<file path="config.mk">
export PLATFORM = sky130hd
export DESIGN_NAME = fgn_ram
export DESIGN_NICKNAME = d
export VERILOG_FILES = /design/src/hw/rtl/fractal_gradient_noise_2d_assert.svh /design/src/hw/rtl/fgn_ram.sv
export SDC_FILE = /design/constraint.sdc
export NUM_CORES = 2
export LEC_CHECK = 0
export BUFFER_PORTS_ARGS = -buffer_cell sky130_fd_sc_hd__buf_2
export CORE_MARGIN = 3
export CORE_UTILIZATION = 35
export CTS_BUF_LIST = sky130_fd_sc_hd__clkbuf_16
export CTS_CLUSTER_DIAMETER = 200
export DETAILED_ROUTE_END_ITERATION = 8
export SKIP_CTS_REPAIR_TIMING = 1
export SLEW_MARGIN = 10
export SYNTH_ARGS = -nofsm -noshare
export SYNTH_HDL_FRONTEND = slang
export SYNTH_SLANG_ARGS = --single-unit
</file>
<file path="constraint.sdc">
create_clock -name clk -period 3.3 [get_ports clk]
set_input_delay 0.33 -clock clk [delete_from_list [all_inputs] [get_ports clk]]
set_output_delay 0.33 -clock clk [all_outputs]
set_load 0.1 [all_outputs]
</file>
<file path="src/hw/rtl/fractal_gradient_noise_2d_assert.svh">
// ----------------------------------------------------------------------------
// Assertion macros for the fractal gradient noise block
// Same-cycle and next-cycle implications on clk, disabled while rst is high.
// ----------------------------------------------------------------------------
`ifndef FRACTAL_GRADIENT_NOISE_2D_ASSERT_SVH
`define FRACTAL_GRADIENT_NOISE_2D_ASSERT_SVH

`define FGN_ASSERT_IMPL(lbl, ante, cons) \
  lbl: assert property (@(posedge clk) disable iff (rst) (ante) |-> (cons)) \
    else $error("fgn same-cycle check failed");

`define FGN_ASSERT_NEXT(lbl, ante, cons) \
  lbl: assert property (@(posedge clk) disable iff (rst) (ante) |=> (cons)) \
    else $error("fgn next-cycle check failed");

`endif

</file>
<file path="src/hw/rtl/fgn_ram.sv">
// ----------------------------------------------------------------------------
// fgn_ram
// Generic single-write, single-read RAM with registered read data.
// ----------------------------------------------------------------------------
module fgn_ram #(
  parameter int WIDTH = 8,
  parameter int DEPTH = 256
) (
  input  logic                     clk,
  input  logic                     we,
  input  logic [$clog2(DEPTH)-1:0] waddr,
  input  logic [WIDTH-1:0]         wdata,
  input  logic [$clog2(DEPTH)-1:0] raddr,
  output logic [WIDTH-1:0]         rdata
);
  logic [WIDTH-1:0] mem [DEPTH];

  always_ff @(posedge clk) begin
    if (we) begin
      mem[waddr] <= wdata;
    end
    rdata <= mem[raddr];
  end
endmodule

</file>
* Word level (Yosys, flattened, before mapping)
Memory sizes are Yosys's and may differ from the RTL's. A register that Yosys moved wholly into a read port is not among the register bits.
Cells that the tools add are included.
** Word-level totals
- Flip-flop bits (word level) :: 0
- Latch bits :: 0
- RAM bits :: 2048
- Memory bits (read-only) :: 0
- Input bits :: 26
- Output and inout port bits :: 8
- Word-level logic and storage cells :: 3
- Memories kept :: 1
** Memory list
- mem :: words 256, bits a word 8, rd ports 1, clocked after memory_dff 1, write ports 1, line fgn_ram.sv:16 : logic [WIDTH-1:0] mem [DEPTH];
** Cells by class
- Add/sub/neg operators :: 0
- Multipliers :: 0
- Divide/modulo/power cells :: 0
- Order comparisons :: 0
- Eq/ne operators :: 0
- Shift-type cells :: 0
- Multiplexer cells :: 2
- Bitwise logic cells :: 0
- Reductions and logical operators :: 0
** Operators by type and width (count)
- 1-bit two-way mux :: 2

* Logic depth before layout (Yosys ltp)
- Word-level depth :: 2
- Gate-level depth with buffers :: 11
- Mapped depth without buffers :: 6

* Least setup slack after synthesis
OpenSTA, ideal clock, no wires.
- Kind :: input port to flip-flop
- Start :: input port raddr[0]
- End :: register rdata[2], read port of mem
- Library setup time :: 0.131 ns
- Arrival time :: 2.137 ns
- Required time :: 3.169 ns
- Slack :: 1.032 ns
- Stages on the path :: 9
- Cells stage by stage :: buf_6 > buf_12 > buf_8 > buf_2 > mux4_2 > a22oi_1 > a21oi_1 > nor4_1 > nor4_2
** RTL lines
- start: declaration :: line fgn_ram.sv:13 : input logic [$clog2(DEPTH)-1:0] raddr,
- end: declaration :: line fgn_ram.sv:14 : output logic [WIDTH-1:0] rdata

==> flow_summary_export.csv <==
group,metric,value,unit
outcome,result_of_the_run,"finished with violations",
outcome,violations,"negative hold slack",
flow_run,max_cap_violations,0,
global_routing,top_usage_layer,"met2",
worst_setup_path,launching_element_type_of_the_critical_path,"register",
routing,post-route-drc-count,0,
clock_network,h_tree_level_count,4,
routing,routed_wl,203,mm
sta,final.setup.tns,0,ns
global_routing,first_global_vias,40100,
routing,route.antenna.remaining_nets,0,
sta,finalHoldViolations,1,
clock_network,clock_latency,0.85,ns
global_routing,grt_use_total,17.3,%
routing,post_drt_wl_per_cell,27.5,um
global_routing,use_met2,27.1,%
global_routing,number_of_antenna_violations_at_the_first_check_in_global_routing,14,
logic_synthesis,count_of_flip_flops_with_a_built_in_enable_after_synthesis,2048,
layout,drive_gt1_share,28.5,%
logic_synthesis,yosys-top-cells-area,"edfxtp_1 (77%), mux4_2 (13%), mux2i_1 (1.7%), nor2_1 (1.3%), a22oi_1 (1.3%)",
placement,gpl_wtd_cong,0.860,
logic_synthesis,syn_area,0.0796,mm^2
placement,placed_cells_incl_taps,6975,
die,core-area,0.225,mm^2
sta,fin_crit_sh,87.9,%
clock_network,tritoncts,"built",
worst_setup_path,critPathMaxFanout,1,
logic_synthesis,netlist-cell-type-count,55,
logic_synthesis,synth_largest_type_area_fraction,77.3,%
die,floorplan.rows,174,
routing,drtPass1Iterations,5,
routing,post_drt_via_cell_ratio,5.42,
hold_path,hold_class,"input port to register",
logic_synthesis,synthesis.area_per_instance,21.3,um^2
logic_synthesis,synthTopCellsByCount,"edfxtp_1 (2048), mux4_2 (454), nor2_1 (282)",
routing,route.vias.total,40000,
sta,timing.slew.headroom,32.0,%
clock_network,clock_root_buffer_master,"clkbuf_16",
logic_synthesis,ys_dominant_reg_cell,"edfxtp_1",
global_routing,gr-usage-met1,24.4,%
global_routing,grt_pass1_wl,292,mm
clock_network,clk_transition_reported_paths,0.06,ns
sta,worst_pin_slew,1.02,ns
sta,timing.fmax,345,MHz
worst_setup_path,cp_data_required_time,3.98,ns
die,die_area,0.233,mm^2
logic_synthesis,synth-seq-cells,2056,
die,io_pins,34,
logic_synthesis,synth-async-reset-ratio,0,%
power_and_ir_drop,power.leakage,0.0294,uW
die,start_util,35.3,%
die,die_height,483,um
worst_setup_path,critPathKind,"register to register",
layout,flow.area_growth_from_synthesis,16.7,%
layout,finalNonFillerCells,7381,
power_and_ir_drop,power.density,585,mW/mm^2
logic_synthesis,ys.warnings.count,0,
logic_synthesis,synthMostInstantiatedCell,"edfxtp_1",
layout,finish.net_count,4225,
power_and_ir_drop,worst_ir_drop_vdd,0.000604,V
placement,hpwlAfterDp,129,mm
worst_setup_path,worst_ep_arrival_time,3.58,ns
routing,drt_iter0_markers,4367,
clock_network,clock-sinks,2056,
sta,final.min_clock_period,2.90,ns
placement,portBuffers,33,
clock_network,cts-buffers-inserted,207,
logic_synthesis,synth_largest_area_cell,"edfxtp_1",
worst_setup_path,setup.worst_path.end_class,"register",
sta,final_max_slew_viol_count,0,
logic_synthesis,postSynthNetCount,3759,
sta,setup-violations-final,0,
die,die_width,483,um
logic_synthesis,synthesized_instance_count,3733,
logic_synthesis,synth_seq_area_share,77.5,%
sta,setup_repair_after_global_routing_missed_its_margin,"no",
sta,fin_worst_hold_slack,-0.00791,ns
global_routing,globalRouteMet3Util,3.58,%
global_routing,pin_count_of_the_biggest_net_entering_global_routing,109,
sta,clock_skew,0.0377,ns
clock_network,cts.path.max_buffers,3,
global_routing,congestion_overflow_gr,0,
==> critical path: stages (launching register included) <==
cell,delay (ns)
edfxtp_1,0.37
mux4_2,0.45
a22o_1,0.27
a221oi_1,0.59
o32ai_1,0.21
nor3_1,0.72
nor4_1,0.12
==> stage by stage <==
stage               setup slack (ns)  power, uW  utilization, %  cell area (um^2)
global route                   0.358      55900            41.2             92800
global placement              -0.317      32300            38.2             86200
finish                         0.400      54300            41.2             92800
floorplan                       1.03      30900               -             79600
CTS                            0.553      54700            41.2             92700
detailed placement            -0.211      32300            38.2             86200
==> area by class of cell <==
cell class              count  area (um^2)
fillers                 19600       132000
flip-flops and latches   2056        61700
multi-input cells        1442        16500
clock buffers             207         5180
repair buffers            490         4340
well taps                2992         3740
clock inverters           183         1400
diodes                      9         22.5
inverters                   2         7.51
==> final timing paths <==
kind / start / end / slack, ns / cells past startpoint
setup / recovery: mem[208][3] / rdata[3] / 0.40 / 6
hold / removal: wdata[0] / mem[70][0] / -0.008 / 1
setup reg to reg: mem[208][3] / rdata[3] / 0.40 / 6
hold reg to reg: mem[20][6] / rdata[6] / 1.11 / 7
==> layer usage <==
metal  wire [um]  vias up
met3       16200      296
met5           0        -
met4        5750        0
li1            -    16700
met1       84800    21400
met2       96100     1660
==> state kept, by name (all words and copies together), names as in the netlist <==
register / count
rdata: 8
mem: 2048
==> cells in the final DEF (no fill, tap or decap), types with 9 or more instances in the layout <==
master	Yosys	routed
a211oi_1	16	16
a21oi_1	96	96
a221oi_1	13	13
a22oi_1	133	133
buf_12	8	50
buf_2	31	21
buf_4	27	402
buf_8	13	10
bufinv_16	0	15
clkbuf_16	0	207
clkinv_1	1	59
clkinv_2	0	43
diode_2	0	9
edfxtp_1	2048	2048
inv_1	1	42
mux2i_1	134	134
mux4_2	454	454
nand2_1	33	33
nand3_1	34	34
nand4_1	10	10
nor2_1	282	279
nor2b_1	31	28
nor3_1	22	22
nor4_1	24	24
o211ai_1	10	10
o21ai_0	10	10
o221ai_1	46	46
o22ai_1	28	28
==> where the power goes <==
group	switching [uW]	total, uW	internal, uW
combinational	1890	2920	1020
clock	9930	22500	12600
sequential	63.1	28900	28800
total	11900	54300	42400
==> logic make-up (layout without fill, tap and decap cells) <==
logic type | after synthesis | in the layout | synth area share [%]
AOI/OAI and AO/OA | 385 | 385 | 3.42
buffers and inverters | 235 | 882 | 1.83
DFF | 2056 | 2056 | 77.5
muxes | 591 | 591 | 14.6
other | 0 | 9 | 0
and+or+nand+nor | 466 | 466 | 2.63
(Power assumes the default switching activity.)
