`src/hw/rtl/fractal_gradient_noise_2d_assert.svh`:
```
// ----------------------------------------------------------------------------
// Assertion macros for the fractal gradient noise block
// Same-cycle and next-cycle implications on clk, disabled while rst is high.
// ----------------------------------------------------------------------------
`ifndef FRACTAL_GRADIENT_NOISE_2D_ASSERT_SVH
`define FRACTAL_GRADIENT_NOISE_2D_ASSERT_SVH

`define FGN_ASSERT_IMPL(lbl, ante, cons) \
  lbl: assert property (@(posedge clk) disable iff (rst) (ante) |-> (cons)) \
    else $error("fgn same-cycle check failed");

`define FGN_ASSERT_NEXT(lbl, ante, cons) \
  lbl: assert property (@(posedge clk) disable iff (rst) (ante) |=> (cons)) \
    else $error("fgn next-cycle check failed");

`endif

```
`src/hw/rtl/fgn_pkg.sv`:
```
// ----------------------------------------------------------------------------
// fgn_pkg
// Shared widths and defaults of the fractal gradient noise block.
// ----------------------------------------------------------------------------
package fgn_pkg;
  localparam int TABLE_SIZE_DEF  = 256;
  localparam int MAX_OCTAVES_DEF = 8;
  localparam int FRAC_BITS       = 16;
  localparam int AMP_BITS        = 16;
  localparam int COORD_W         = 32;
  localparam int MUL_W           = 24;
  localparam int PROD_W          = 2 * MUL_W;
  localparam int TOT_W           = 48;
  localparam int DIV_W           = 64;
  localparam int Q_W             = 16;
  localparam int CFG_W           = 16;

  localparam logic CFG_OCTAVE_COUNT = 1'b0;
  localparam logic CFG_PERSISTENCE  = 1'b1;

  localparam logic KIND_SAMPLE = 1'b0;
  localparam logic KIND_WRITE  = 1'b1;
endpackage

```
`src/hw/rtl/fgn_mul.sv`:
```
// ----------------------------------------------------------------------------
// fgn_mul
// Shared signed multiplier with a registered product.
// ----------------------------------------------------------------------------
module fgn_mul (
  input  logic                              clk,
  input  logic signed [fgn_pkg::MUL_W-1:0]  a,
  input  logic signed [fgn_pkg::MUL_W-1:0]  b,
  output logic signed [fgn_pkg::PROD_W-1:0] prod
);
  import fgn_pkg::*;

  always_ff @(posedge clk) begin
    prod <= PROD_W'(a) * PROD_W'(b);
  end
endmodule

```
`config.mk`:
```
export PLATFORM = sky130hd
export DESIGN_NAME = fgn_mul
export DESIGN_NICKNAME = d
export VERILOG_FILES = /design/src/hw/rtl/fractal_gradient_noise_2d_assert.svh /design/src/hw/rtl/fgn_pkg.sv /design/src/hw/rtl/fgn_mul.sv
export SDC_FILE = /design/constraint.sdc
export NUM_CORES = 2
export LEC_CHECK = 0
export BUFFER_PORTS_ARGS = -buffer_cell sky130_fd_sc_hd__buf_2
export CAP_MARGIN = 20
export CORE_MARGIN = 2
export CORE_UTILIZATION = 45
export CTS_CLUSTER_SIZE = 25
export DETAILED_ROUTE_END_ITERATION = 6
export PLACE_DENSITY_LB_ADDON = 0.12
export SKIP_CTS_REPAIR_TIMING = 1
export SLEW_MARGIN = 20
export SYNTH_ARGS = -nofsm -noshare
export SYNTH_HDL_FRONTEND = slang
export SYNTH_SLANG_ARGS = --single-unit
export TNS_END_PERCENT = 1
```
`constraint.sdc`:
```
create_clock -name clk -period 10.36 [get_ports clk]
set_clock_uncertainty 0.15 [all_clocks]
set_input_delay 0.518 -clock clk [delete_from_list [all_inputs] [get_ports clk]]
set_output_delay 0.518 -clock clk [all_outputs]
set_load 0.02 [all_outputs]
```
-- Yosys cells after proc, flatten, opt, wreduce, memory -nomap -nowiden
Cells that the tools add are included.
- register bits after elaboration: 48
- bits of input ports: 49
- output and inout bits: 48
- $mul: 1
- operators by type and width (cell ; count):
    $mul 24x24->48 ; 1

-- Depth between registers and ports, before layout
- word-level depth: 1
- depth in mapped cells: 27
- depth with buffers taken out: 25

-- Least setup slack after synthesis
Ideal clock, no wire load.
- path type: in2reg
- from: input a[23] (netlist bit)
- to: register prod[46] (netlist bit)
- library setup time: 72 ps
- data arrival time: 6974 ps
- data required time: 10138 ps
- slack: 3164 ps
- stages on the path: 22
- path buffers: 1
- cell sequence: clkbuf_1 nand2_1 inv_1 fa_1 fa_1 inv_1 fa_1 inv_1 fa_1 fa_1 fa_1 fa_1 ha_1 a211oi_1 nand2b_1 a2111oi_0 o2111ai_1 nand2_1 o311ai_2 a211o_1 a21oi_1 xnor2_1
- longest elaborated chain between the ends: 1
- RTL lines (item ; line ; source):
    start: declaration ; fgn_mul.sv:7 ; input logic signed [fgn_pkg::MUL_W-1:0] a,
    $mul 24x24->48 ; fgn_mul.sv:14 ; prod <= PROD_W'(a) * PROD_W'(b);
    end signal: assignment ; fgn_mul.sv:14 ;
    end: declaration ; fgn_mul.sv:9 ; output logic signed [fgn_pkg::PROD_W-1:0] prod
Every way passes these cells.

-- Worst setup path in the final report
- from: input a[23] (netlist bit)
- to: register prod[42] (netlist bit)
Same word-level chain as after synthesis.

==> impl_metrics.py <==
metrics = {
    "status": {
        "outcome": "finished, final reports clean",
    },
    "timing": {
        "setup-tns-final_ps": 0,
        "slew_violations": 0,
        "relSlewSlack_pct": 31.1,
        "worstMarginPinSlew_ps": 1030,
        "setup_viol_count_final": 0,
        "period_minus_slack_ps": 8020,
        "finalHoldViolations": 0,
        "min_period_over_period_pct": 77.4,
        "setup_slack_ps": 2340,
        "max_freq_mhz": 125,
        "rsz0062_at_grt": "false",
    },
    "hold_path": {
        "min_from": "b[0]",
        "holdCritPathClass": "input port to register",
    },
    "worst_setup_path": {
        "path_max_fanout": 24,
        "critical_path_class": "input port to register",
        "worstPathRequired_ps": 10440,
        "cp-startpoint": "a[23]",
        "cp-start-kind": "input port",
        "worstSetupEndpointType": "register",
        "crit_arrival_ps": 8100,
    },
    "clock_network": {
        "htreeDepth": 2,
        "cts_root_buffer": "clkbuf_16",
        "numCtsBuffers": 5,
        "cts.sinks": 48,
        "cts_buffer_depth": 2,
        "clkSlewWorstSetupHoldPaths_ps": 90,
        "cts_tree": "built",
    },
    "finish": {
        "regMostFlops": "prod",
        "fillers": 4715,
        "synthToLayoutAreaGrowth_pct": 4.92,
        "layoutNonFillerInstCount": 2953,
        "layout-drive-gt1-share_pct": 5.37,
        "largestRegisters": "prod (48)",
        "stdcell_area_um2": 23100,
        "largest_reg_flops": 48,
        "fin_nets": 3118,
    },
    "grt": {
        "first_global_vias": 16928,
        "grt_remaining_overflow": 0,
        "grt_use_total_pct": 25.2,
        "antenna_found_initial": 3,
        "grt_pass1_wl_mm": 96.3,
        "grt_max_degree": 25,
    },
    "detailed_routing": {
        "viasPerCell": 5.13,
        "wl_mm": 59.1,
        "firstDrtPassIters": 5,
        "ant_nets": 0,
        "wire_per_inst_um": 20.0,
        "initialDrtViolationCount": 721,
        "via_count": 15143,
        "drc_errors": 0,
    },
    "placed_design": {
        "dp_cells": 2943,
        "portBuffers": 96,
        "dpl_cell_area_um2": 22900,
        "preCtsSetupSlack_ps": 1880,
        "dp_hpwl_mm": 47.6,
        "place_congestion": 0.844,
    },
    "logic_synthesis": {
        "synth_top_family_by_area": "adder cells",
        "synth_fp_nets": 3111,
        "synth.cell_area_um2": 22000,
        "synthXorXnorAreaFrac_pct": 2.15,
        "yosysWarnings": 0,
        "ys_seq_area_share_pct": 4.36,
        "synth-simple-area-share_pct": 14.8,
        "synthMuxAreaShare_pct": 0,
        "ys.flop_type": "dfxtp_1",
        "ys_ff_latch": 48,
        "synthDistinctLibCells": 54,
        "syn-mean-instance-area_um2": 9.49,
        "synthAdderAreaFrac_pct": 62.8,
        "async_flop_share_pct": 0,
        "synthCells": 2321,
        "synth_edf_count": 0,
        "synth-compound-area-share_pct": 4.04,
    },
    "die": {
        "initial_utilization_pct": 45.3,
        "die_y_um": 225,
        "num_rows": 81,
        "fp.dieW_um": 225,
        "core_area_um2": 48600,
        "die_area_um2": 50700,
        "ioPinCount": 97,
    },
    "run": {
        "maxCapViolations": 0,
    },
}
==> cell usage after synthesis (3+ instances only) <==
| library cell | number | area share (%) |
|---|---|---|
| fa_1 | 607 | 55 |
| inv_1 | 590 | 10 |
| nand2_1 | 307 | 5.2 |
| and2_1 | 274 | 7.8 |
| ha_1 | 134 | 7.6 |
| clkbuf_1 | 95 | 1.6 |
| dfxtp_1 | 48 | 4.4 |
| xnor2_1 | 43 | 1.7 |
| nor2_1 | 39 | 0.66 |
| a21oi_1 | 37 | 0.84 |
| o21ai_0 | 19 | 0.43 |
| a21o_1 | 13 | 0.44 |
| xor2_1 | 11 | 0.44 |
| nand2b_1 | 10 | 0.28 |
| o21bai_1 | 10 | 0.34 |
| nand3_1 | 8 | 0.18 |
| a211oi_1 | 7 | 0.24 |
| and3_1 | 5 | 0.14 |
| o211ai_1 | 5 | 0.17 |
| nand4_1 | 4 | 0.11 |
| nor3_1 | 4 | 0.091 |
| o21ai_1 | 4 | 0.091 |
| a31o_2 | 3 | 0.12 |
| o21a_1 | 3 | 0.10 |
==> stage by stage <==
stage | utilization, % | hold WS [ps]
after floorplan | - | 495
after global placement | 47.1 | 786
after detailed placement | 47.1 | 783
after CTS | 47.5 | 540
after global routing | 47.5 | 593
final | 47.5 | 564
==> layout make-up <==
class	count	area, um^2	area share, %
clock buffer	5	125	0.542
clock inverter	3	46.3	0.200
timing repair buffer	99	503	2.18
antenna	2	5.00	0.0217
multi-input combinational	1583	18500	79.9
sequential	48	961	4.16
tap	622	778	3.37
inverter	591	2220	9.60
==> kinds of logic (layout without fill, tap and decap cells) <==
family                   after synthesis  after routing
AO/OA/AOI/OAI                        127            127
XOR/XNOR                              54             54
adder cells (fa/ha/maj)              741            741
buffers and inverters                690            698
flip-flops                            48             48
other                                  0              2
AND/OR/NAND/NOR                      661            661
==> layout by cell type (no fill, tap or decap), types with 5 or more instances in the layout <==
cell type | Yosys | final
fa_1 | 607 | 607
inv_1 | 590 | 590
nand2_1 | 307 | 307
and2_1 | 274 | 274
ha_1 | 134 | 134
buf_2 | 2 | 96
dfxtp_1 | 48 | 48
xnor2_1 | 43 | 43
nor2_1 | 39 | 39
a21oi_1 | 37 | 37
o21ai_0 | 19 | 19
a21o_1 | 13 | 13
xor2_1 | 11 | 11
o21bai_1 | 10 | 10
nand2b_1 | 10 | 10
nand3_1 | 8 | 8
a211oi_1 | 7 | 7
o211ai_1 | 5 | 5
and3_1 | 5 | 5
clkbuf_16 | 0 | 5
==> critical path, stage by stage <==
cell and delay [ps]:
buf_2 390, nand2_1 170, inv_1 160, fa_1 550, fa_1 470, ha_1 970
inv_1 580, fa_1 640, inv_1 50, fa_1 520, inv_1 50, fa_1 470
inv_1 40, ha_1 430, nand4_1 230, nor3_1 350, a2111oi_0 120, o2111ai_1 120
nand2_1 120, o311ai_2 660, a31o_2 240, a21oi_1 70, xnor2_1 120
==> final timing paths <==
check / endpoint / slack (ps) / depth (start not counted)
max: prod[42] / 2340 / 23
min: prod[0] / 560 / 2
==> layer usage <==
metal	GRT usage (%)	part of all wire (%)
met1	32.8	41
met2	43.9	51
met3	3.09	4.4
met4	7.99	3.2
met5	0	0.019
Power is not shown: default switching activity piles up to over one toggle a cycle in this logic, so the estimate is an artifact.
