## config.mk

```make
export PLATFORM = sky130hd
export DESIGN_NAME = fgn_div
export DESIGN_NICKNAME = d
export VERILOG_FILES = /design/src/hw/rtl/fractal_gradient_noise_2d_assert.svh /design/src/hw/rtl/fgn_pkg.sv /design/src/hw/rtl/fgn_div.sv
export SDC_FILE = /design/constraint.sdc
export NUM_CORES = 1
export LEC_CHECK = 0
export ABC_CLOCK_PERIOD_IN_PS = 15100
export BUFFER_PORTS_ARGS = -buffer_cell sky130_fd_sc_hd__buf_2
export CAP_MARGIN = 20
export CORE_MARGIN = 3
export CORE_UTILIZATION = 55
export DETAILED_ROUTE_END_ITERATION = 7
export GPL_TIMING_DRIVEN = 1
export PLACE_DENSITY = 0.77
export SETUP_SLACK_MARGIN = 0.1
export SLEW_MARGIN = 20
export SYNTH_ARGS = -nofsm -noshare
export SYNTH_HDL_FRONTEND = slang
export SYNTH_SLANG_ARGS = --single-unit
```

## constraint.sdc

```tcl
create_clock -name clk -period 15.1 [get_ports clk]
set_clock_uncertainty 0.1 [all_clocks]
set_input_delay 3.02 -clock clk [delete_from_list [all_inputs] [get_ports clk]]
set_output_delay 3.02 -clock clk [all_outputs]
set_load 0.01 [all_outputs]
```

## src/hw/rtl/fractal_gradient_noise_2d_assert.svh

```systemverilog
// ----------------------------------------------------------------------------
// Assertion macros for the fractal gradient noise block
// Same-cycle and next-cycle implications on clk, disabled while rst is high.
// ----------------------------------------------------------------------------
`ifndef FRACTAL_GRADIENT_NOISE_2D_ASSERT_SVH
`define FRACTAL_GRADIENT_NOISE_2D_ASSERT_SVH

`define FGN_ASSERT_IMPL(lbl, ante, cons) \
  lbl: assert property (@(posedge clk) disable iff (rst) (ante) |-> (cons)) \
    else $error("fgn same-cycle check failed");

`define FGN_ASSERT_NEXT(lbl, ante, cons) \
  lbl: assert property (@(posedge clk) disable iff (rst) (ante) |=> (cons)) \
    else $error("fgn next-cycle check failed");

`endif

```

## src/hw/rtl/fgn_pkg.sv

```systemverilog
// ----------------------------------------------------------------------------
// fgn_pkg
// Shared widths and defaults of the fractal gradient noise block.
// ----------------------------------------------------------------------------
package fgn_pkg;
  localparam int TABLE_SIZE_DEF  = 256;
  localparam int MAX_OCTAVES_DEF = 8;
  localparam int FRAC_BITS       = 16;
  localparam int AMP_BITS        = 16;
  localparam int COORD_W         = 32;
  localparam int MUL_W           = 24;
  localparam int PROD_W          = 2 * MUL_W;
  localparam int TOT_W           = 48;
  localparam int DIV_W           = 64;
  localparam int Q_W             = 16;
  localparam int CFG_W           = 16;

  localparam logic CFG_OCTAVE_COUNT = 1'b0;
  localparam logic CFG_PERSISTENCE  = 1'b1;

  localparam logic KIND_SAMPLE = 1'b0;
  localparam logic KIND_WRITE  = 1'b1;
endpackage

```

## src/hw/rtl/fgn_div.sv

```systemverilog
// ----------------------------------------------------------------------------
// fgn_div
// Restoring divider, one quotient bit a cycle, quotient saturated to Q_W bits.
// ----------------------------------------------------------------------------
module fgn_div (
  input  logic                      clk,
  input  logic                      rst,
  input  logic                      start,
  input  logic [fgn_pkg::DIV_W-1:0] num,
  input  logic [fgn_pkg::DIV_W-1:0] den,
  output logic                      done,
  output logic [fgn_pkg::Q_W-1:0]   quo
);
  import fgn_pkg::*;

  localparam int CW = $clog2(Q_W);

  logic             busy;
  logic [DIV_W-1:0] rem;
  logic [DIV_W-1:0] dsh;
  logic [CW-1:0]    cnt;

  always_ff @(posedge clk) begin
    if (rst) begin
      busy <= 1'b0;
      done <= 1'b0;
    end else begin
      if (start) begin
        if (num >= (den << Q_W)) begin
          quo  <= '1;
          done <= 1'b1;
        end else begin
          rem  <= num;
          dsh  <= den << (Q_W - 1);
          cnt  <= CW'(Q_W - 1);
          quo  <= '0;
          busy <= 1'b1;
          done <= 1'b0;
        end
      end else if (busy) begin
        if (rem >= dsh) begin
          rem      <= rem - dsh;
          quo[cnt] <= 1'b1;
        end
        dsh <= dsh >> 1;
        if (cnt == '0) begin
          busy <= 1'b0;
          done <= 1'b1;
        end else begin
          cnt  <= cnt - 1'b1;
          done <= 1'b0;
        end
      end else begin
        done <= 1'b0;
      end
    end
  end
endmodule
```

# --- Word-level counts from Yosys, hierarchy flattened ---
# Index checks and enable logic that the tools add are counted.
op_classes:
  n_bitwise: 2
  n_div: 0
  n_mux: 25
  n_mul: 0
  n_shift: 0
  order_cmp: 4
  addsub: 2
  eq_ne: 2
  n_reduce_logical: 8
ops:
  columns: ["operator", "n"]
  rows:
  - ["64-bit two-way mux", 7]
  - ["64-bit >= comparator", 2]
  - ["16-bit two-way mux", 4]
  - ["64-bit subtractor", 1]
  - ["4-bit two-way mux", 4]
  - ["16-bit bitwise OR", 1]
  - ["1-bit two-way mux", 9]
  - ["4-bit AND reduction", 2]
  - ["3-bit AND reduction", 2]
  - ["4-bit by 5-bit < comparator with 1-bit output (second input constant)", 1]
  - ["1-bit demux with 4-bit select", 1]
  - ["4-bit by 1-bit >= comparator with 1-bit output (second input constant)", 1]
  - ["4-bit zero test", 1]
  - ["2-bit inequality test (second input constant)", 2]
  - ["2-bit nonzero test", 2]
  - ["4-bit by 1-bit subtractor with 4-bit output (second input constant)", 1]
  - ["1-bit logical AND", 1]
  - ["1-bit inverter", 1]
totals:
  in_bits: 131
  latchBits: 0
  mem_count: 0
  ramBits: 0
  reg_bits: 150
  mem_bits_ro: 0
  out_inout_bits: 17

# --- Depth between registers and ports, before layout ---
# Gate-level depths: netlist (run 1).
depth:
  ltp_word: 8
  ltp_mapped: 14
  mapped_depth_nobuf: 14

# --- Worst setup path before layout (run 1) ---
# Ideal clock, no wire load.
synth_timing:
  path_kind: "in2reg"
  start: "input port den[41] (netlist name)"
  end: "register rem[0], enable pin"
  stages: 12
  arrival_ns: 8.881
  n_path_buf: 0
  slack_ns: 5.616
  cell_sequence: "inv_1 ha_1 a21o_1 a21o_1 a21o_1 a21o_1 a21oi_1 o221ai_1 a41o_1 nor2_2 o21ba_2 a21boi_1"
synth_via:
  elab_chain_len: 3
synth_rtl:
  columns: ["item", "line_no", "source"]
  rows:
  - ["from (decl)", "fgn_div.sv:10", "input logic [fgn_pkg::DIV_W-1:0] den,"]
  - ["64-bit >= comparator", "fgn_div.sv:29", "if (num >= (den << Q_W)) begin"]
  - ["2-bit inequality test (no source line)", null, null]
  - ["4-bit AND reduction (no source line)", null, null]
  - ["to (signal assigned)", "fgn_div.sv:33", "rem <= num;"]
  - ["to (signal assigned)", "fgn_div.sv:42", "rem <= rem - dsh;"]
  - ["to (decl)", "fgn_div.sv:19", "logic [DIV_W-1:0] rem;"]
# No other way between the ends.
# A chain may end at the register's enable or synchronous reset.

# --- Worst setup path after layout (run 1) ---
layout_timing:
  start: "input port num[41] (netlist name)"
  end: "register cnt[3], enable pin"
layout_via:
  elab_chain_len: 3
layout_rtl:
  columns: ["item", "line_no", "source"]
  rows:
  - ["from (decl)", "fgn_div.sv:9", "input logic [fgn_pkg::DIV_W-1:0] num,"]
  - ["64-bit >= comparator", "fgn_div.sv:29", null]
  - ["2-bit inequality test (no source line)", null, null]
  - ["4-bit AND reduction (no source line)", null, null]
  - ["to (signal assigned)", "fgn_div.sv:35", "cnt <= CW'(Q_W - 1);"]
  - ["to (signal assigned)", "fgn_div.sv:50", "cnt <= cnt - 1'b1;"]
  - ["to (decl)", "fgn_div.sv:21", "logic [CW-1:0] cnt;"]
# No other way between the ends.

==> results of run 1 <==
cells in the mapped netlist (4+ instances only):
| cell type | count | area, µm² |
|---|---|---|
| ha_1 | 116 | 1450 |
| a2111oi_0 | 4 | 35.0 |
| a311oi_1 | 4 | 35.0 |
| and3_1 | 12 | 75.1 |
| nor2_1 | 73 | 274 |
| or3_1 | 5 | 31.3 |
| or2_1 | 4 | 25.0 |
| xnor2_1 | 34 | 298 |
| a21oi_1 | 93 | 465 |
| o221ai_1 | 4 | 35.0 |
| o21ai_1 | 33 | 165 |
| inv_1 | 142 | 533 |
| nand2b_1 | 4 | 25.0 |
| o21ai_0 | 107 | 536 |
| nand4_1 | 28 | 175 |
| o211ai_1 | 7 | 52.6 |
| clkbuf_1 | 44 | 165 |
| a21boi_1 | 5 | 37.5 |
| a31oi_1 | 8 | 50.1 |
| buf_2 | 13 | 65.1 |
| nor4_1 | 6 | 37.5 |
| nor3_1 | 9 | 45.0 |
| o21a_1 | 9 | 67.6 |
| nor2b_1 | 11 | 68.8 |
| and2_1 | 5 | 31.3 |
| a21o_1 | 62 | 465 |
| nand2_1 | 178 | 668 |
| o21bai_1 | 20 | 150 |
| xor2_1 | 26 | 228 |
| a211oi_1 | 18 | 135 |
| edfxtp_1 | 148 | 4440 |
| nand3_1 | 17 | 85.1 |
| o31ai_1 | 7 | 52.6 |
layer usage:
layer | share of wire | global-route usage
met1 | 0.45 | 0.365
met2 | 0.46 | 0.425
met3 | 0.062 | 0.0515
met4 | 0.025 | 0.0863
met5 | 0 | 0
power groups by stage:
stage | clock network (W) | logic (W) | registers (W)
3_5_place_dp | 0 | 0.000320 | 0.000514
2_1_floorplan | 0 | 0.000230 | 0.000513
3_3_place_gp | 0 | 0.000312 | 0.000512
6_report | 0.000441 | 0.000326 | 0.000505
4_1_cts | 0.000443 | 0.000323 | 0.000505
5_1_grt | 0.000459 | 0.000365 | 0.000507
worst paths after layout:
kind | start | slack (ns) | to | cells after the start
max | num[41] | 7.92 | cnt[3] | 13
min | busy | 0.42 | busy | 2
max reg2reg | dsh[14] | 10.63 | rem[19] | 12
min reg2reg | busy | 0.42 | busy | 2
final cells by class:
cell class              count  share of cell area
multi-input cells         969               0.490
flip-flops and latches    150               0.343
repair buffers            137              0.0538
inverters                 143              0.0410
clock buffers              17              0.0325
well taps                 270              0.0258
clock inverters            15              0.0136
diodes                      1            0.000191
sequential cells by signal, indices dropped and copies added, names as in the netlist:
register	flops
done	1
dsh	64
cnt	4
busy	1
rem	64
quo	16
per-stage QoR:
stage | utilization | hold slack, ns | area (µm²) | worst slack (ns)
3_5_place_dp | 0.609 | 0.412 | 12500 | 7.46
4_1_cts | 0.638 | 0.419 | 13100 | 7.91
2_1_floorplan | - | 0.389 | 11700 | 5.62
6_report | 0.639 | 0.424 | 13100 | 7.92
3_3_place_gp | 0.609 | 0.404 | 12500 | 7.50
5_1_grt | 0.638 | 0.481 | 13100 | 7.70
worst max-delay path, delay by kind of cell:
family / cells / cell delay, ns
and+or+nand+nor: 2 / 1.02
AOI/OAI and AO/OA: 8 / 1.98
adders and majority gates: 1 / 0.30
buffers and inverters: 2 / 0.86
cell families after synthesis:
logic type	share of synthesized area
buffers and inverters	0.0665
and+or+nand+nor	0.149
DFF	0.385
muxes	0.00290
adders and majority gates	0.126
AOI/OAI and AO/OA	0.226
xor gates and xnor gates	0.0451
==> out/results.tsv, run 1 <==
metric	value	unit
status	completed	
slowest_stage	buf_4	
synth-edff-count	148	
fillers	1737	
ir_drop	79.0	µV
p_int	0.000847	W
grt_max_degree	114	
grt_pass1_wl	48.4	mm
slew_headroom	0.358	
synth_area_per_cell	8.82	µm²
hold_class	reg -> reg	
cap_violations	0	
synthArstFlopShare	0	
grt_usage	0.266	
clkSinkCount	150	
pin_count	148	
powerDensity	97.2	mW/mm²
postSynthCellCount	1321	
hold_viol	0	
layout_commonest_cell	nand2_1	
coreArea	0.0205	mm²
multi_input_area	0.00642	mm²
critical_path.max_fanout	65	
synth_seq_cells	150	
setup_violations	0	
portBuffers	132	
post-place-cells	1669	
wl_per_cell	17.7	µm
tightest_slew	0.963	ns
firstDrtPassIters	5	
drive_gt1_frac	0.139	
clk_path_buf_depth	2	
cts_made_buffers	17	
die_h	152	µm
clkTransAtPathRegs	0.07	ns
stdcell_count	1702	
setup_tns	0	ns
ys_seq_area_frac	0.385	
p_clk_frac	0.347	
critPathLaunchType	input pin	
vias	10042	
antenna_found_initial	1	
grt_pass1_vias	9775	
design_power_total	0.00127	W
rsz0062_at_grt	false	
ys_types	75	
p_seq_frac	0.397	
cts_resized	0	
ys_warn_count	0	
leakage	5.90	nW
drt-total-wl	30.1	mm
fin_nets	1666	
crit_arrival	7.19	ns
drt-initial-drc-count	880	
antenna_left	0	
place_congestion	0.910	
crit_top_cell	a21o_1	
gr-total-overflow	0	
syn_nets	1569	
p_comb_frac	0.257	
critical_path_class	in -> reg	
p_sw	0.000425	W
p_sw_frac	0.334	
postCtsSetupBuffers	0	
num_rows	52	
start_util	0.569	
cts_root_buffer	clkbuf_16	
clock.fmax	139	MHz
regArea	0.00448	mm²
chipWidth	152	µm
path_cells	buf_2, ha_1, a21o_1, a21o_1, a21o_1, a21o_1, a21oi_1, o221ai_1, a41o_1, nor2_2, o21ba_4, buf_4, nor2b_1	
area_growth	12.3	%
syn_area	0.0117	mm²
fin_crit	7.18	ns
cts_hold_buf	0	
htreeDepth	4	
hpwlAfterDp	22.7	mm
clock_latency	0.44	ns
most-common-layout-cells	nand2_1 (178), edfxtp_1 (148), inv_1 (142), buf_2 (131), ha_1 (116)	
slew_viol_final	0	
cts_tree	yes	
post-route-period-util	0.476	
cp_slowest_stage_delay	0.75	ns
required	15.11	ns
design.die.area	0.0230	mm²
drc_errors	0	
synthFlopType	edfxtp_1	
end_kind	flop	
detail_route.vias_per_cell	5.90	
No activity file was read; power rests on OpenSTA's default activity.
==> run 2: changes to the inputs <==
- ABC_CLOCK_PERIOD_IN_PS: 15100 -> 6900
- clock period: 15.1 -> 6.9 ns (I/O delays scaled with it)
==> run 2 against run 1 <==
Effect of this change: sequential power is 120% higher; via count hardly changed; combinational power is 120% higher; routed wire length is 0.95% lower; hold slack better by 0.0061 ns; clock power is 120% higher; count of clock-buffer cells in the layout stayed put; critical path depth stayed put; sequential share of layout area hardly changed; critical path type unchanged; critical endpoint is now rem[13]; largest cell class unchanged.
==> out/results.tsv, run 2 (synthesized netlist as in run 1, its figures left out) <==
metric	value	unit	change
antenna_found_initial	1		unchanged
area_growth	12.4	%	was 12.3%
slew_headroom	0.319		was 0.358
leakage	5.90	nW	about the same
design.die.area	0.0230	mm²	unchanged
clk_path_buf_depth	2		unchanged
grt_pass1_wl	48.1	mm	was 48.4 mm
finalInstanceArea	0.0131	mm²	about the same
coreArea	0.0205	mm²	unchanged
design_power_total	0.00278	W	was 0.00127 W
hold_viol	0		unchanged
htreeDepth	4		unchanged
die_h	152	µm	unchanged
antenna_left	0		unchanged
most-common-layout-cells	nand2_1 (178), edfxtp_1 (148), inv_1 (142), buf_2 (131), ha_1 (116)		unchanged
diodes	0		was 1
critPathLaunchType	input pin		unchanged
cap_violations	0		unchanged
tightest_slew	1.02	ns	was 0.963 ns
hpwlAfterDp	22.7	mm	about the same
cts_root_buffer	clkbuf_16		unchanged
setup_violations	0		unchanged
detail_route.vias_per_cell	5.90		about the same
portBuffers	132		unchanged
ir_drop	179	µV	was 79.0 µV
layout_commonest_cell	nand2_1		unchanged
critical_path.max_fanout	64		was 65
setup_tns	0	ns	unchanged
cts_hold_buf	0		unchanged
drt-initial-drc-count	902		was 880
pin_count	148		unchanged
place_congestion	0.919		was 0.910
cts_made_buffers	17		unchanged
clock.fmax	192	MHz	
powerDensity	212	mW/mm²	was 97.2 mW/mm²
grt_pass1_vias	9718		was 9,775
clkSinkCount	150		unchanged
fillers	1725		was 1,737
grt_usage	0.263		was 0.266
holdPathStages	2		unchanged
start_util	0.569		unchanged
crit_arrival	5.20	ns	was 7.19 ns
grt_max_degree	113		was 114
critical_path_class	in -> reg		unchanged
slew_viol_final	0		unchanged
wl_per_cell	17.6	µm	was 17.7 µm
drc_errors	0		unchanged
rsz0062_at_grt	false		unchanged
postCtsSetupBuffers	0		unchanged
drive_gt1_frac	0.139		unchanged
drt-total-wl	29.9	mm	was 30.1 mm
gr-total-overflow	0		unchanged
place_ws	1.21	ns	was 7.46 ns
required	6.89	ns	was 15.11 ns
num_rows	52		unchanged
cts_resized	0		unchanged
clock_latency	0.44	ns	about the same
cts_tree	yes		unchanged
status	completed		unchanged
clkTransAtPathRegs	0.07	ns	about the same
vias	10040		was 10,042
chipWidth	152	µm	unchanged
firstDrtPassIters	6		was 5
end_kind	flop		unchanged
r2r_cells	12		unchanged
biggestRegsByFlops	dsh x64, rem x64, quo x16		unchanged
fin_nets	1666		unchanged
finalWorstSetupSlack	1.69	ns	was 7.92 ns
post-route-period-util	0.755		
place_area	0.0125	mm²	about the same
hold_class	reg -> reg		unchanged
fin_crit	5.21	ns	
==> run 2: changes by cell type in the layout (fill, tap and decap cells not counted) <==
cell	previous run	this run
diode_2	1	0
clkinv_4	1	2
buf_4	5	4
inv_6	2	1
buf_12	0	1
==> run 2: layer usage <==
| metal | vias to the layer above | part of all wire | global-route usage |
|---|---|---|---|
| li1 | 4939 | - | - |
| met1 | 4728 | 0.46 | 0.377 |
| met2 | 342 | 0.46 | 0.423 |
| met3 | 29 | 0.065 | 0.0357 |
| met4 | 2 | 0.013 | 0.0656 |
| met5 | - | 0.00044 | 0 |
==> run 2: area by class of cell <==
type / instances / area (µm²) / share of cell area
clock buffer: 17 / 425 / 0.0325
clock inverter: 15 / 178 / 0.0136
inverter: 143 / 537 / 0.0410
multi-input combinational: 969 / 6420 / 0.490
sequential: 150 / 4480 / 0.342
tap: 270 / 338 / 0.0258
timing repair buffer: 137 / 717 / 0.0547
==> run 2: worst max-delay path, cell delays in order <==
cell	delay, ns
buf_2	0.11
ha_1	0.33
a21o_1	0.19
a21o_1	0.17
a21o_1	0.17
a21o_1	0.17
a21oi_1	0.34
o221ai_1	0.24
a41o_1	0.30
nor2_2	0.57
o21ba_4	0.55
a21boi_4	0.28
buf_12	0.34
==> run 2: stage by stage <==
| stage | hold slack (ns) | std cells | util |
|---|---|---|---|
| 2_1_floorplan | 0.389 | 1321 | - |
| 3_3_place_gp | 0.404 | 1669 | 0.610 |
| 3_5_place_dp | 0.412 | 1669 | 0.610 |
| 4_1_cts | 0.426 | 1701 | 0.639 |
| 5_1_grt | 0.448 | 1701 | 0.639 |
| 6_report | 0.430 | 1701 | 0.639 |
==> run 2: worst paths after layout <==
path	start	endpoint	slack (ns)
max	num[57]	rem[13]	1.69
min	busy	busy	0.43
max reg2reg	dsh[15]	rem[13]	3.03
min reg2reg	busy	busy	0.43
==> run 2: where the power goes <==
group          leakage (nW)  switching (W)  internal, W
clock network         0.292       0.000468     0.000492
registers              1.39      0.0000195      0.00108
logic                  4.21       0.000437     0.000278
==> run 3: changes to the inputs <==
- ABC_AREA: default -> 1
- ABC_CLOCK_PERIOD_IN_PS: 6900 -> 5200
- PLACE_DENSITY: 0.77 -> 0.76
- clock period: 6.9 -> 5.2 ns (I/O delays scaled with it)
==> run 3 against run 2 <==
Effect of this change: critical path depth rose by 1; die area grew 18%; first-iteration DRC count is 12% higher; largest cell class unchanged; power is 49% higher; combinational power up 88%; core utilization down 0.90 points; largest power group unchanged; clock power grew 38%.
==> out/results.tsv, run 3 <==
metric	value	unit	change
status	completed		unchanged
die_h	165	µm	was 152 µm
antenna_left	0		unchanged
design_power_total	0.00415	W	was 0.00278 W
synth_seq_cells	150		unchanged
crit_top_cell	nand2_1		was a21o_1
num_rows	57		was 52
pin_count	148		unchanged
wl_per_cell	15.6	µm	was 17.6 µm
drive_gt1_frac	0.111		was 0.139
required	5.18	ns	was 6.89 ns
synth_area_per_cell	6.47	µm²	was 8.82 µm²
most-common-layout-cells	nand2_1 (826), inv_1 (476), edfxtp_1 (148), buf_2 (131), nor2_1 (124)		was nand2_1 (178), edfxtp_1 (148), inv_1 (142), buf_2 (131), ha_1 (116)
htreeDepth	4		unchanged
gr-total-overflow	0		unchanged
setup_violations	0		unchanged
synth-edff-count	148		unchanged
ys_types	41		was 75
coreArea	0.0245	mm²	was 0.0205 mm²
drt-initial-drc-count	1006		was 902
cts_root_buffer	clkbuf_16		unchanged
clkTransAtPathRegs	0.07	ns	about the same
ys_warn_count	0		unchanged
finalWorstSetupSlack	0.928	ns	was 1.69 ns
detail_route.vias_per_cell	5.08		was 5.90
firstDrtPassIters	7		was 6
ir_drop	191	µV	was 179 µV
ys_top_cells_by_count	nand2_1 (826), inv_1 (477), edfxtp_1 (148)		was nand2_1 (178), edfxtp_1 (148), inv_1 (142)
cts_made_buffers	17		unchanged
crit_family	simple AND/OR/NAND/NOR gates		was compound AO/OA/AOI/OAI gates
cts_tree	yes		unchanged
path_buf_inv	2		unchanged
synth_area_leaders	edfxtp_1 (32%), nand2_1 (22%), inv_1 (13%)		was edfxtp_1 (38%), ha_1 (12%), nand2_1 (5.7%)
design.die.area	0.0271	mm²	was 0.0230 mm²
syn_area	0.0139	mm²	was 0.0117 mm²
area_growth	11.6	%	was 12.4%
post-route-period-util	0.822		
place_ws	0.426	ns	was 1.21 ns
place_area	0.0148	mm²	was 0.0125 mm²
place_congestion	1.04		was 0.919
cp_slowest_stage_delay	0.80	ns	was 0.57 ns
clock_latency	0.45	ns	was 0.44 ns
grt_max_degree	115		was 113
fin_nets	2513		was 1,666
leakage	8.67	nW	was 5.90 nW
cts_resized	0		unchanged
hold_class	reg -> reg		unchanged
fin_crit	4.27	ns	
clock.fmax	234	MHz	
hold_viol	0		unchanged
synthFlopType	edfxtp_1		unchanged
slowest_stage	nor2_4		was nor2_2
biggestRegsByFlops	dsh x64, rem x64, quo x16		unchanged
grt_pass1_wl	63.2	mm	was 48.1 mm
setup_tns	0	ns	unchanged
ys_seq_area_frac	0.324		was 0.385
drc_errors	0		unchanged
path_cells	buf_2, ha_1, nand2_1, nor2_1, nand2_1, nand2_1, nand2_1, nand2_1, a21oi_1, nand2_1, nand2_1, nand2_1, nor2_4, buf_4		was buf_2, ha_1, a21o_1, a21o_1, a21o_1, a21o_1, a21oi_1, o221ai_1, a41o_1, nor2_2, o21ba_4, a21boi_4, buf_12
chipWidth	165	µm	was 152 µm
slew_viol_final	0		unchanged
critPathLaunchType	input pin		unchanged
tightest_slew	1.04	ns	was 1.02 ns
powerDensity	268	mW/mm²	was 212 mW/mm²
postSynthCellCount	2142		was 1,321
cap_violations	0		unchanged
end_kind	flop		unchanged
postCtsSetupBuffers	0		unchanged
diodes	0		unchanged
critical_path_class	in -> reg		unchanged
vias	13229		was 10,040
grt_usage	0.300		was 0.263
grt_pass1_vias	12335		was 9,718
hpwlAfterDp	32.8	mm	was 22.7 mm
critical_path.max_fanout	33		was 64
portBuffers	132		unchanged
rsz0062_at_grt	false		unchanged
yosysMostFrequentCell	nand2_1		unchanged
clkSinkCount	150		unchanged
drt-total-wl	40.5	mm	was 29.9 mm
clk_path_buf_depth	2		unchanged
synth_area_leader_cell	edfxtp_1		unchanged
cts_hold_buf	0		unchanged
synth_top_area_frac	0.321		was 0.381
antenna_found_initial	0		was 1
start_util	0.565		was 0.569
syn_nets	2390		was 1,569
slew_headroom	0.303		was 0.319
layout_commonest_cell	nand2_1		unchanged
synthArstFlopShare	0		unchanged
finalInstanceArea	0.0155	mm²	was 0.0131 mm²
crit_arrival	4.25	ns	was 5.20 ns
==> run 3: cell types whose count changed after synthesis, sizes merged, moves of 12 or more <==
cell and delta:
o21ai -54, nor2 +74, nand3 +77, a21o -61, nand2 +680, a211oi -21
clkbuf -25, inv +341, nand4 -23, nor2b -12, o21bai -17, xor2 -26
==> run 3: stage by stage <==
stage,util,cells,hold WS [ns]
after floorplan,-,2142,0.331
after global placement,0.604,2570,0.343
after detailed placement,0.605,2570,0.351
after CTS,0.630,2602,0.361
after global routing,0.630,2602,0.375
final,0.630,2602,0.369
==> run 3: layout make-up <==
cell class / count / area, µm²
fill: 2366 / 9080
multi-input combinational: 1471 / 7410
sequential: 150 / 4480
inverter: 489 / 1840
timing repair buffer: 136 / 697
clock buffer: 17 / 425
tap: 324 / 405
clock inverter: 15 / 199
==> run 3: path summary, 6_finish.rpt <==
check | startpoint | end | slack, ns | depth (start not counted)
hold / removal | busy | busy | 0.37 | 2
setup / recovery | num[39] | rem[14] | 0.93 | 14
setup reg to reg | dsh[0] | rem[14] | 1.25 | 15
hold reg to reg | busy | busy | 0.37 | 2
==> run 3: power by group <==
part | switching [W] | internal (W) | leakage [nW]
sequential | 0.0000290 | 0.00146 | 1.41
combinational | 0.000905 | 0.000434 | 6.96
clock | 0.000659 | 0.000660 | 0.300
total | 0.00159 | 0.00255 | 8.67
==> run 3: per-layer routing <==
metal,GRT usage,share of wire
met1,0.424,0.47
met2,0.494,0.46
met3,0.0376,0.057
met4,0.0705,0.017
met5,0,0
==> run 3: cells by family after synthesis <==
family / count (synthesis) / share of synthesized area
xor+xnor: 23 / 0.0145
buf+inv: 521 / 0.142
simple gates: 1149 / 0.346
compound gates: 182 / 0.0675
flops: 150 / 0.324
fa+ha+maj: 117 / 0.106
==> run 3: worst register-to-register path: stages (launching register included) <==
cell and delay [ns]:
edfxtp_1 0.38, ha_1 0.18, inv_1 0.10, fa_1 0.27
nand3_1 0.11, nand3_2 0.12, nand2_1 0.07, nand2_2 0.13
nand2_1 0.08, nand2_2 0.09, nand2_2 0.05, nand2_2 0.16
o21ai_1 0.10, and2_1 0.20, nor2_4 0.81, buf_4 0.58
